`config.mk`:
```
export PLATFORM = sky130hd
export DESIGN_NAME = quoted_token_splitter
export DESIGN_NICKNAME = d
export VERILOG_FILES = /design/src/sv/qts_pkg.sv /design/src/sv/quoted_token_splitter.sv
export SDC_FILE = /design/constraint.sdc
export NUM_CORES = 1
export LEC_CHECK = 0
export ABC_AREA = 1
export CAP_MARGIN = 5
export CORE_UTILIZATION = 55
export DETAILED_ROUTE_END_ITERATION = 12
export DONT_BUFFER_PORTS = 1
export GPL_ROUTABILITY_DRIVEN = 1
export GPL_TIMING_DRIVEN = 1
export PLACE_DENSITY = 0.67
export SLEW_MARGIN = 10
export SYNTH_ARGS = -nofsm -noshare
export SYNTH_HDL_FRONTEND = slang
export SYNTH_SLANG_ARGS = --single-unit
```
`constraint.sdc`:
```
create_clock -name clock -period 5.2 [get_ports clock]
set_input_delay 0.52 -clock clock [delete_from_list [all_inputs] [get_ports clock]]
set_output_delay 0.52 -clock clock [all_outputs]
set_load 0.02 [all_outputs]
```
`src/sv/qts_pkg.sv`:
```
// Shared types and constants of the quoted token splitter.
// No dependencies; the top level and its checker use it by scoped names.
package qts_pkg;

   localparam int BUFFER_BYTES_DEFAULT = 65536;
   localparam int POS_BITS = 16;

   localparam logic [7:0] CHAR_BSLASH = 8'h5C;
   localparam logic [7:0] CHAR_DQUOTE = 8'h22;
   localparam logic [7:0] CHAR_SQUOTE = 8'h27;
   localparam logic [7:0] CHAR_SPACE  = 8'h20;
   localparam logic [7:0] CHAR_LF     = 8'h0A;
   localparam logic [7:0] CHAR_CR     = 8'h0D;

   typedef struct packed {
      logic [7:0] text_byte;
      logic       buffer_start;
      logic       buffer_last;
   } req_payload_type;

   typedef struct packed {
      logic [15:0] token_offset;
      logic [15:0] token_length;
      logic        was_quoted;
      logic        ends_line;
      logic        unterminated;
   } rsp_payload_type;

endpackage

```
`src/sv/quoted_token_splitter.sv`:
```
// Top level of the quoted token splitter: input register, token state, result register.
// Depends on qts_pkg for payload types and character codes.
//
// Usage:
//   req_*  : one text byte per beat (req_valid/req_stall, req_stall driven here),
//            with buffer_start on the first byte and buffer_last on the final one.
//   rsp_*  : one beat per finished token (offset, length, flags); rsp_stall from
//            the receiver holds the result register.
//   csr_*  : write of use_escape; csr_ready is always high, write only while idle.
// Path: an accepted byte is held in the input register; once the result register
//   is free, a byte that ends a token loads its result there, and the result
//   register drives rsp_valid and rsp_data.
// Throughput: one byte per cycle unless a byte that ends a token waits for the
//   result register; the token state updates as each byte leaves the input register.
// Stall: bytes that end no token keep flowing while a result waits; a byte that
//   ends a token waits in the input register, with req_stall high, until the
//   result register frees.
// Reset: clears position, token state, use_escape and both valid flags.
module quoted_token_splitter #(
   parameter int BUFFER_BYTES = qts_pkg::BUFFER_BYTES_DEFAULT
) (
   input  logic                     clock,
   input  logic                     reset,
   input  logic                     req_valid,
   output logic                     req_stall,
   input  qts_pkg::req_payload_type req_data,
   output logic                     rsp_valid,
   input  logic                     rsp_stall,
   output qts_pkg::rsp_payload_type rsp_data,
   input  logic                     csr_valid,
   output logic                     csr_ready,
   input  logic                     csr_data
);

   localparam int PW = qts_pkg::POS_BITS;
   // Highest position the counter reaches: the buffer size minus one, at most 65535.
   localparam int CapInt = (BUFFER_BYTES - 1 > 65535) ? 65535 : BUFFER_BYTES - 1;
   localparam logic [PW-1:0] POS_CAP = PW'(CapInt);

   function automatic logic [PW-1:0] sat_inc(input logic [PW-1:0] v);
      return (v >= POS_CAP) ? POS_CAP : v + 1'b1;
   endfunction

   // configuration
   logic use_escape_ff;

   // input register
   logic                     s1_valid_ff, s1_valid_in;
   qts_pkg::req_payload_type s1_data_ff;

   // token state
   logic [PW-1:0] pos_ff, pos_in;
   logic          in_token_ff, in_token_in;
   logic          in_quote_ff, in_quote_in;
   logic          dquote_ff, dquote_in;
   logic          esc_ff, esc_in;
   logic [PW-1:0] start_ff, start_in;

   // result register
   logic                     rsp_valid_ff, rsp_valid_in;
   qts_pkg::rsp_payload_type rsp_data_ff, rsp_data_in;

   // per-byte evaluation
   logic          has_result;
   logic [PW:0]   res_end;
   logic [PW-1:0] res_start;
   logic          res_quoted, res_line, res_open;
   logic [PW:0]   res_len;
   logic          out_free, s1_advance;

   assign csr_ready = 1'b1;

   always_ff @(posedge clock) begin
      if (reset) begin
         use_escape_ff <= 1'b0;
      end else if (csr_valid) begin
         use_escape_ff <= csr_data;
      end
   end

   // Evaluate the byte held in the input register against the token state.
   always_comb begin
      logic [7:0]    c;
      logic [7:0]    quote_char;
      logic [PW-1:0] idx;
      logic          tok, quo, dq, esc;
      logic [PW-1:0] st;

      c   = s1_data_ff.text_byte;
      // A new buffer clears position and token state before this byte.
      idx = s1_data_ff.buffer_start ? '0   : pos_ff;
      tok = s1_data_ff.buffer_start ? 1'b0 : in_token_ff;
      quo = s1_data_ff.buffer_start ? 1'b0 : in_quote_ff;
      dq  = s1_data_ff.buffer_start ? 1'b0 : dquote_ff;
      esc = s1_data_ff.buffer_start ? 1'b0 : esc_ff;
      st  = s1_data_ff.buffer_start ? '0   : start_ff;
      quote_char = dq ? qts_pkg::CHAR_DQUOTE : qts_pkg::CHAR_SQUOTE;

      in_token_in = tok;
      in_quote_in = quo;
      dquote_in   = dq;
      esc_in      = esc;
      start_in    = st;
      has_result  = 1'b0;
      res_end     = {1'b0, idx};
      res_start   = st;
      res_quoted  = 1'b0;
      res_line    = 1'b0;
      res_open    = 1'b0;

      if (quo) begin
         if (esc) begin
            esc_in = 1'b0;
         end else if (use_escape_ff && c == qts_pkg::CHAR_BSLASH) begin
            esc_in = 1'b1;
         end else if (c == quote_char) begin
            // closing quote: emit and drop the token
            has_result  = 1'b1;
            res_quoted  = 1'b1;
            in_token_in = 1'b0;
            in_quote_in = 1'b0;
            dquote_in   = 1'b0;
            esc_in      = 1'b0;
            start_in    = '0;
         end
      end else if (c > qts_pkg::CHAR_SPACE) begin
         if (!tok) begin
            in_token_in = 1'b1;
            if (c == qts_pkg::CHAR_DQUOTE || c == qts_pkg::CHAR_SQUOTE) begin
               in_quote_in = 1'b1;
               dquote_in   = (c == qts_pkg::CHAR_DQUOTE);
               start_in    = sat_inc(idx);
            end else begin
               start_in = idx;
            end
         end
      end else if (tok) begin
         // separator ends an unquoted token
         has_result  = 1'b1;
         res_line    = (c == qts_pkg::CHAR_LF) || (c == qts_pkg::CHAR_CR);
         in_token_in = 1'b0;
         in_quote_in = 1'b0;
         dquote_in   = 1'b0;
         esc_in      = 1'b0;
         start_in    = '0;
      end

      if (s1_data_ff.buffer_last) begin
         // buffer end closes any open token, unsaturated end position
         if (in_token_in) begin
            has_result = 1'b1;
            res_end    = {1'b0, idx} + 1'b1;
            res_start  = start_in;
            res_quoted = in_quote_in;
            res_line   = 1'b0;
            res_open   = in_quote_in;
         end
         in_token_in = 1'b0;
         in_quote_in = 1'b0;
         dquote_in   = 1'b0;
         esc_in      = 1'b0;
         start_in    = '0;
         pos_in      = '0;
      end else begin
         pos_in = sat_inc(idx);
      end
   end

   // Length never negative, saturated to 16 bits.
   always_comb begin
      res_len = (res_end > {1'b0, res_start}) ? res_end - {1'b0, res_start} : '0;
      rsp_data_in.token_offset = res_start;
      rsp_data_in.token_length = res_len[PW] ? '1 : res_len[PW-1:0];
      rsp_data_in.was_quoted   = res_quoted;
      rsp_data_in.ends_line    = res_line;
      rsp_data_in.unterminated = res_open;
   end

   // Handshake: a byte without a result never waits for the result register.
   assign out_free   = !rsp_valid_ff || !rsp_stall;
   assign s1_advance = s1_valid_ff && (!has_result || out_free);
   assign req_stall  = s1_valid_ff && !s1_advance;
   assign s1_valid_in = (req_valid && !req_stall) || (s1_valid_ff && !s1_advance);

   always_comb begin
      rsp_valid_in = rsp_valid_ff;
      if (out_free) begin
         rsp_valid_in = s1_advance && has_result;
      end
   end

   always_ff @(posedge clock) begin
      if (reset) begin
         s1_valid_ff  <= 1'b0;
         rsp_valid_ff <= 1'b0;
         pos_ff       <= '0;
         in_token_ff  <= 1'b0;
         in_quote_ff  <= 1'b0;
         dquote_ff    <= 1'b0;
         esc_ff       <= 1'b0;
         start_ff     <= '0;
      end else begin
         s1_valid_ff  <= s1_valid_in;
         rsp_valid_ff <= rsp_valid_in;
         if (s1_advance) begin
            pos_ff      <= pos_in;
            in_token_ff <= in_token_in;
            in_quote_ff <= in_quote_in;
            dquote_ff   <= dquote_in;
            esc_ff      <= esc_in;
            start_ff    <= start_in;
         end
      end
   end

   // Payload registers: load on accept, hold otherwise.
   always_ff @(posedge clock) begin
      if (req_valid && !req_stall) begin
         s1_data_ff <= req_data;
      end
      if (out_free && s1_advance && has_result) begin
         rsp_data_ff <= rsp_data_in;
      end
   end

   assign rsp_valid = rsp_valid_ff;
   assign rsp_data  = rsp_data_ff;

endmodule

```
==> impl_metrics.toml, run 1 <==
[cells_and_area]
nFillCells = 1017
design_area_um2 = 6070
fin_nets = 849
drive_gt1_share_pct = 9.88
final-seq-area_um2 = 2130
antenna_cells = 0
syn_to_final_growth_pct = 5.06
fin_cells = 956
finalCoreUtilization_pct = 59.1
multi_input_area_um2 = 3160

[sta]
period_minus_slack_ns = 4.56
worstMarginPinSlew_ns = 1.01
setup_viol = 0
skew_ns = 0.0140
max_clock_freq_ghz = 0.219
fin_tns_setup_ns = 0
hold_viol_final = 0
relSlewSlack_pct = 32.2
post-route-period-util_pct = 87.7
slew_viol_final = 0
grt_setup_unrepaired = "no"

[clock_network]
cts_made_buffers = 9
clk_pin_slew_worst_paths_ns = 0.09
cts_sinks = 84
cts-root-buf = "clkbuf_8"
postCtsSetupBuffers = 0
cts_resized = 0
cts-htree-levels = 3
clkLatencyLatePin_ns = 0.36
hold_buffers = 0
clockBufferDepth = 2
cts_tree = "built"

[critical_path]
r2r_slack_ns = 0.64
path_common_cell = "nand2_1"
cp-start-kind = "flop"
cpPeakStageDelay_ns = 0.52
crit_chain = "inv_2 -> buf_12 -> nand2_2 -> nor2_1 -> nand2_1 -> nor2_2 -> nand2_4 -> nand3_1 -> nand2_1 -> nand2_1 -> nand2_1 -> nand2_1 -> o21ai_0 -> buf_4 -> ha_1 -> nand2_1 -> nand2_1 -> a31oi_1 -> o21ai_0 -> a21oi_1 -> xor2_1 -> nand2_2 -> o21ai_0"
cp_slowest_cell = "edfxtp_1"
crit_fanout = 33
path_delay_family = "simple AND/OR/NAND/NOR gates"
critPathCaptureType = "flop"
cp.arrival_ns = 4.64
required_ns = 5.28
path_class = "reg -> reg"
crit_buf_inv = 3

[logic_synthesis]
yosysSeqAreaShare_pct = 36.9
synth_top_area_share_pct = 23.4
synth.net_count = 855
ys_types = 43
yosysMostFrequentCell = "nand2_1"
synth_area_per_cell_um2 = 7.03
synth-edff-count = 45
synthArstFlopShare_pct = 0
synthCells = 822
syn-cell-area_um2 = 5780
synth-seq-cells = 84
yosys_warnings = 0
synth_area_leaders = "edfxtp_1 (23%), nand2_1 (18%), dfxtp_1 (14%)"
yosysTopAreaCell = "edfxtp_1"
synthFlopType = "edfxtp_1"
synth_commonest_cells = "nand2_1 (283), a21oi_1 (70), inv_1 (70), nand3_1 (56), nor2_1 (51)"

[floorplan]
io_pins = 54
die_y_um = 105
core-area_um2 = 10300
num_rows = 37
die-area_um2 = 10900
dieWidth_um = 105
start_util_pct = 56.3

[global_routing]
antenna_found_initial = 0
grtUsageTotal_pct = 30.4
first_global_vias = 5160
grt_pass1_wl_mm = 25.8
grt_remaining_overflow = 0
grt_max_degree = 40

[detailed_routing]
drc = 0
wl_mm = 15.9
num_vias = 5427
vias_per_cell = 5.68
drtAntennaViolNets = 0
drtIter0Drc = 492
wl_per_cell_um = 16.6
firstDrtPassIters = 5

[place]
dpl.hpwl_mm = 11.6
io_buffers = 0
postPlaceCellArea_um2 = 5890
dp.cells = 941
gp_congestion = 0.951

[power]
power_density_nw_per_um2 = 232
p_clk_share_pct = 31.9
seq_power_share_pct = 53.2
peakVddDrop_uv = 143
leakage_nw = 2.74
switching_power_w = 0.000404
p_sw_share_pct = 28.6
cellInternalPower_w = 0.00101
combPwrFrac_pct = 14.8
p_total_w = 0.00141

[hold_path]
hp-class = "in -> reg"

[run_status]
status = "completed"

[run]
drv_cap = 0
registers in the layout, indices dropped and copies added, names as in the netlist:
| signal | count |
|---|---|
| s1_valid_ff | 1 |
| esc_ff | 1 |
| in_token_ff | 1 |
| s1_data_ff | 10 |
| use_escape_ff | 1 |
| dquote_ff | 1 |
| rsp_data | 35 |
| rsp_valid | 1 |
| pos_ff | 16 |
| in_quote_ff | 1 |
| start_ff | 16 |
layer usage:
| layer | routed length, um | track usage [%] | part of all wire [%] |
|---|---|---|---|
| met4 | 529 | 13.5 | 3.3 |
| met2 | 7320 | 49.9 | 46 |
| met5 | 0 | 0 | 0 |
| met1 | 6860 | 39.3 | 43 |
| met3 | 1180 | 4.99 | 7.4 |
metrics by stage:
| step | hold slack (ns) | setup WS, ns |
|---|---|---|
| detailed placement | 0.457 | 0.703 |
| CTS | 0.203 | 0.670 |
| finish | 0.218 | 0.640 |
| global route | 0.203 | 0.0451 |
| floorplan | 0.444 | 1.56 |
| global placement | 0.449 | 0.817 |
final timing paths:
kind	depth (start not counted)	from	to
max	23	s1_data_ff[1]	rsp_data[6]
min	1	reset	start_ff[13]
max reg2reg	23	s1_data_ff[1]	rsp_data[6]
min reg2reg	2	pos_ff[14]	pos_ff[14]
logic make-up after synthesis:
kind of cell	synth area share, %
multiplexers	0.173
AO/OA/AOI/OAI	15.1
XOR/XNOR	2.12
flip-flops	36.9
AND/OR/NAND/NOR	33.2
buffers and inverters	8.66
adder cells (fa/ha/maj)	3.81
other	0.0649
power groups by stage:
stage	Clock, W	Combinational (W)	Sequential [W]
6_report	0.000451	0.000210	0.000752
5_1_grt	0.000483	0.000232	0.000754
4_1_cts	0.000459	0.000208	0.000752
3_5_place_dp	0	0.000207	0.000767
3_3_place_gp	0	0.000202	0.000766
2_1_floorplan	0	0.000164	0.000764
cell type report:
cell class	instances	share of cell area (%)
Multi-Input combinational cell	626	52.1
Clock inverter	6	0.927
Timing Repair Buffer	15	2.06
Inverter	80	4.98
Tap cell	136	2.80
Clock buffer	9	2.04
Sequential cell	84	35.1
cell usage in the layout (no fill, tap or decap), drive strengths merged, types with 10 or more instances in the layout:
cell and n:
a21oi 70, buf 15, dfxtp 39, edfxtp 45, ha 16, inv 78, nand2 303, nand3 56
nand4 10, nor2 58, o21ai 73
Power figures use the tool's default switching activity.
==> run 2, diff against run 1 <==
--- a/config.mk
+++ b/config.mk
@@ -7,6 +7,7 @@
 export LEC_CHECK = 0
 export ABC_AREA = 1
 export CAP_MARGIN = 5
+export CORE_ASPECT_RATIO = 0.75
 export CORE_UTILIZATION = 55
 export DETAILED_ROUTE_END_ITERATION = 12
 export DONT_BUFFER_PORTS = 1
==> impl_metrics.toml, run 2 (synthesis gave the netlist of run 1 again) <==
[floorplan]
die_y_um = 90.8
num_rows = 32
dieWidth_um = 120
start_util_pct = 56.4
core-area_um2 = 10200
die-area_um2 = 10900
io_pins = 54

[detailed_routing]
drtAntennaViolNets = 0
dr.max_layer_used = "met4"
firstDrtPassIters = 5
wl_mm = 15.4
route.met2.wl_mm = 6.73
met1_length_mm = 7.18
met3_length_um = 938
vias_per_cell = 5.75
num_vias = 5485
drtIter0Drc = 428
drc = 0
wl_per_cell_um = 16.1

[cells_and_area]
fin_cells = 954
drive_gt1_share_pct = 9.78
final-seq-area_um2 = 2130
largest_reg_flops = 35
final_common_cell = "nand2_1"
nFillCells = 978
antenna_cells = 0
mostFrequentLayoutCells = "nand2_1 (283), inv_1 (70), a21oi_1 (70)"
syn_to_final_growth_pct = 6.10
multi_input_area_um2 = 3160
fin_nets = 846

[sta]
max_clock_freq_ghz = 0.220
worstMarginPinSlew_ns = 1.01
post-route-period-util_pct = 87.5
relSlewSlack_pct = 32.3
grt_setup_unrepaired = "no"
setup_viol = 0
fin_tns_setup_ns = 0
hold_viol_final = 0
slew_viol_final = 0
period_minus_slack_ns = 4.55
skew_ns = 0.00606

[power]
p_clk_share_pct = 38.8
seq_power_share_pct = 48.2
leakage_nw = 2.75
combPwrFrac_pct = 13.0
cellInternalPower_w = 0.00111
switching_power_w = 0.000445
power_density_nw_per_um2 = 254
p_sw_share_pct = 28.5
peakVddDrop_uv = 156

[critical_path]
critPathCaptureType = "flop"
crit_path_end = "rsp_data[6]"
crit_chain = "nor2_1 -> nand3_1 -> inv_2 -> nand3_1 -> nand2_4 -> inv_4 -> nand2_2 -> o21ai_2 -> nand2_4 -> buf_4 -> nor2_1 -> o22ai_1 -> inv_1 -> ha_1 -> nand2_1 -> o21ai_0 -> nand2_1 -> nand2_1 -> nand3_1 -> a21oi_1 -> o21ai_0 -> nand2_2 -> nand2_2 -> o21ai_0"
required_ns = 5.37
cp-start-kind = "flop"
critPathLaunch = "s1_data_ff[8]"
crit_fanout = 47
cp.arrival_ns = 4.72
path_delay_family = "simple AND/OR/NAND/NOR gates"
r2r_start = "s1_data_ff[8]"
cp.depth = 24
path_class = "reg -> reg"
r2r_slack_ns = 0.65
reg2regPathDepth = 24
cpPeakStageDelay_ns = 0.44
r2r-end = "rsp_data[6]"
cp_slowest_cell = "buf_4"
crit_buf_inv = 4

[global_routing]
first_global_vias = 5180
grt_pass1_wl_mm = 25.4
grt_max_degree = 48
antenna_found_initial = 0
grt_remaining_overflow = 0
grtUsageTotal_pct = 29.7

[place]
dpl.hpwl_mm = 11.3
dp.cells = 938
io_buffers = 0
gp_congestion = 0.942

[clock_network]
cts_made_buffers = 9
postCtsSetupBuffers = 0
cts-root-buf = "clkbuf_16"
clockBufferDepth = 2
cts_sinks = 84
cts_tree = "built"
clkLatencyLatePin_ns = 0.34
cts-htree-levels = 3
hold_buffers = 0
cts_resized = 0
clk_pin_slew_worst_paths_ns = 0.07

[hold_path]
min-delay-start = "reset"
hp-class = "in -> reg"

[run]
drv_cap = 0

[run_status]
status = "completed"
==> run 2: worst min-delay path by stage <==
stage | end | slack [ns] | depth (start not counted)
after floorplan | in_quote_ff | 0.44 | 2
after global placement | in_quote_ff | 0.45 | 2
after detailed placement | pos_ff[14] | 0.46 | 2
after CTS | pos_ff[9] | 0.23 | 1
after global routing | pos_ff[9] | 0.23 | 1
final | rsp_valid | 0.24 | 1
==> run 2: metrics by stage <==
stage          cell area, um^2  total power (W)  hold WS (ns)  setup WS, ns  utilization, %
3_5_place_dp              5860         0.000967         0.458         0.753            57.2
2_1_floorplan             5780         0.000928         0.444          1.56               -
5_1_grt                   6130          0.00162         0.232         0.266            59.9
3_3_place_gp              5860         0.000963         0.448         0.849            57.2
6_report                  6130          0.00156         0.242         0.652            59.9
4_1_cts                   6130          0.00157         0.232         0.724            59.9
==> run 2: cell type report <==
class / count / share of cell area, %
repair buffers: 12 / 1.47
clock buffers: 9 / 3.67
multi-input cells: 626 / 51.6
well taps: 136 / 2.77
inverters: 80 / 4.94
flip-flops and latches: 84 / 34.8
clock inverters: 7 / 0.816
==> run 2: power groups by stage <==
stage / Combinational (W) / Clock, W / Sequential (W)
after floorplan: 0.000164 / 0 / 0.000764
after global placement: 0.000197 / 0 / 0.000766
after detailed placement: 0.000200 / 0 / 0.000767
after CTS: 0.000201 / 0.000616 / 0.000752
after global routing: 0.000227 / 0.000641 / 0.000754
final: 0.000202 / 0.000605 / 0.000752
==> run 2: routing by layer <==
layer,global-route usage [%],vias to the layer above
met5,0,-
met4,13.1,0
met3,4.86,37
met2,45.7,215
met1,41.0,2553
li1,-,2680
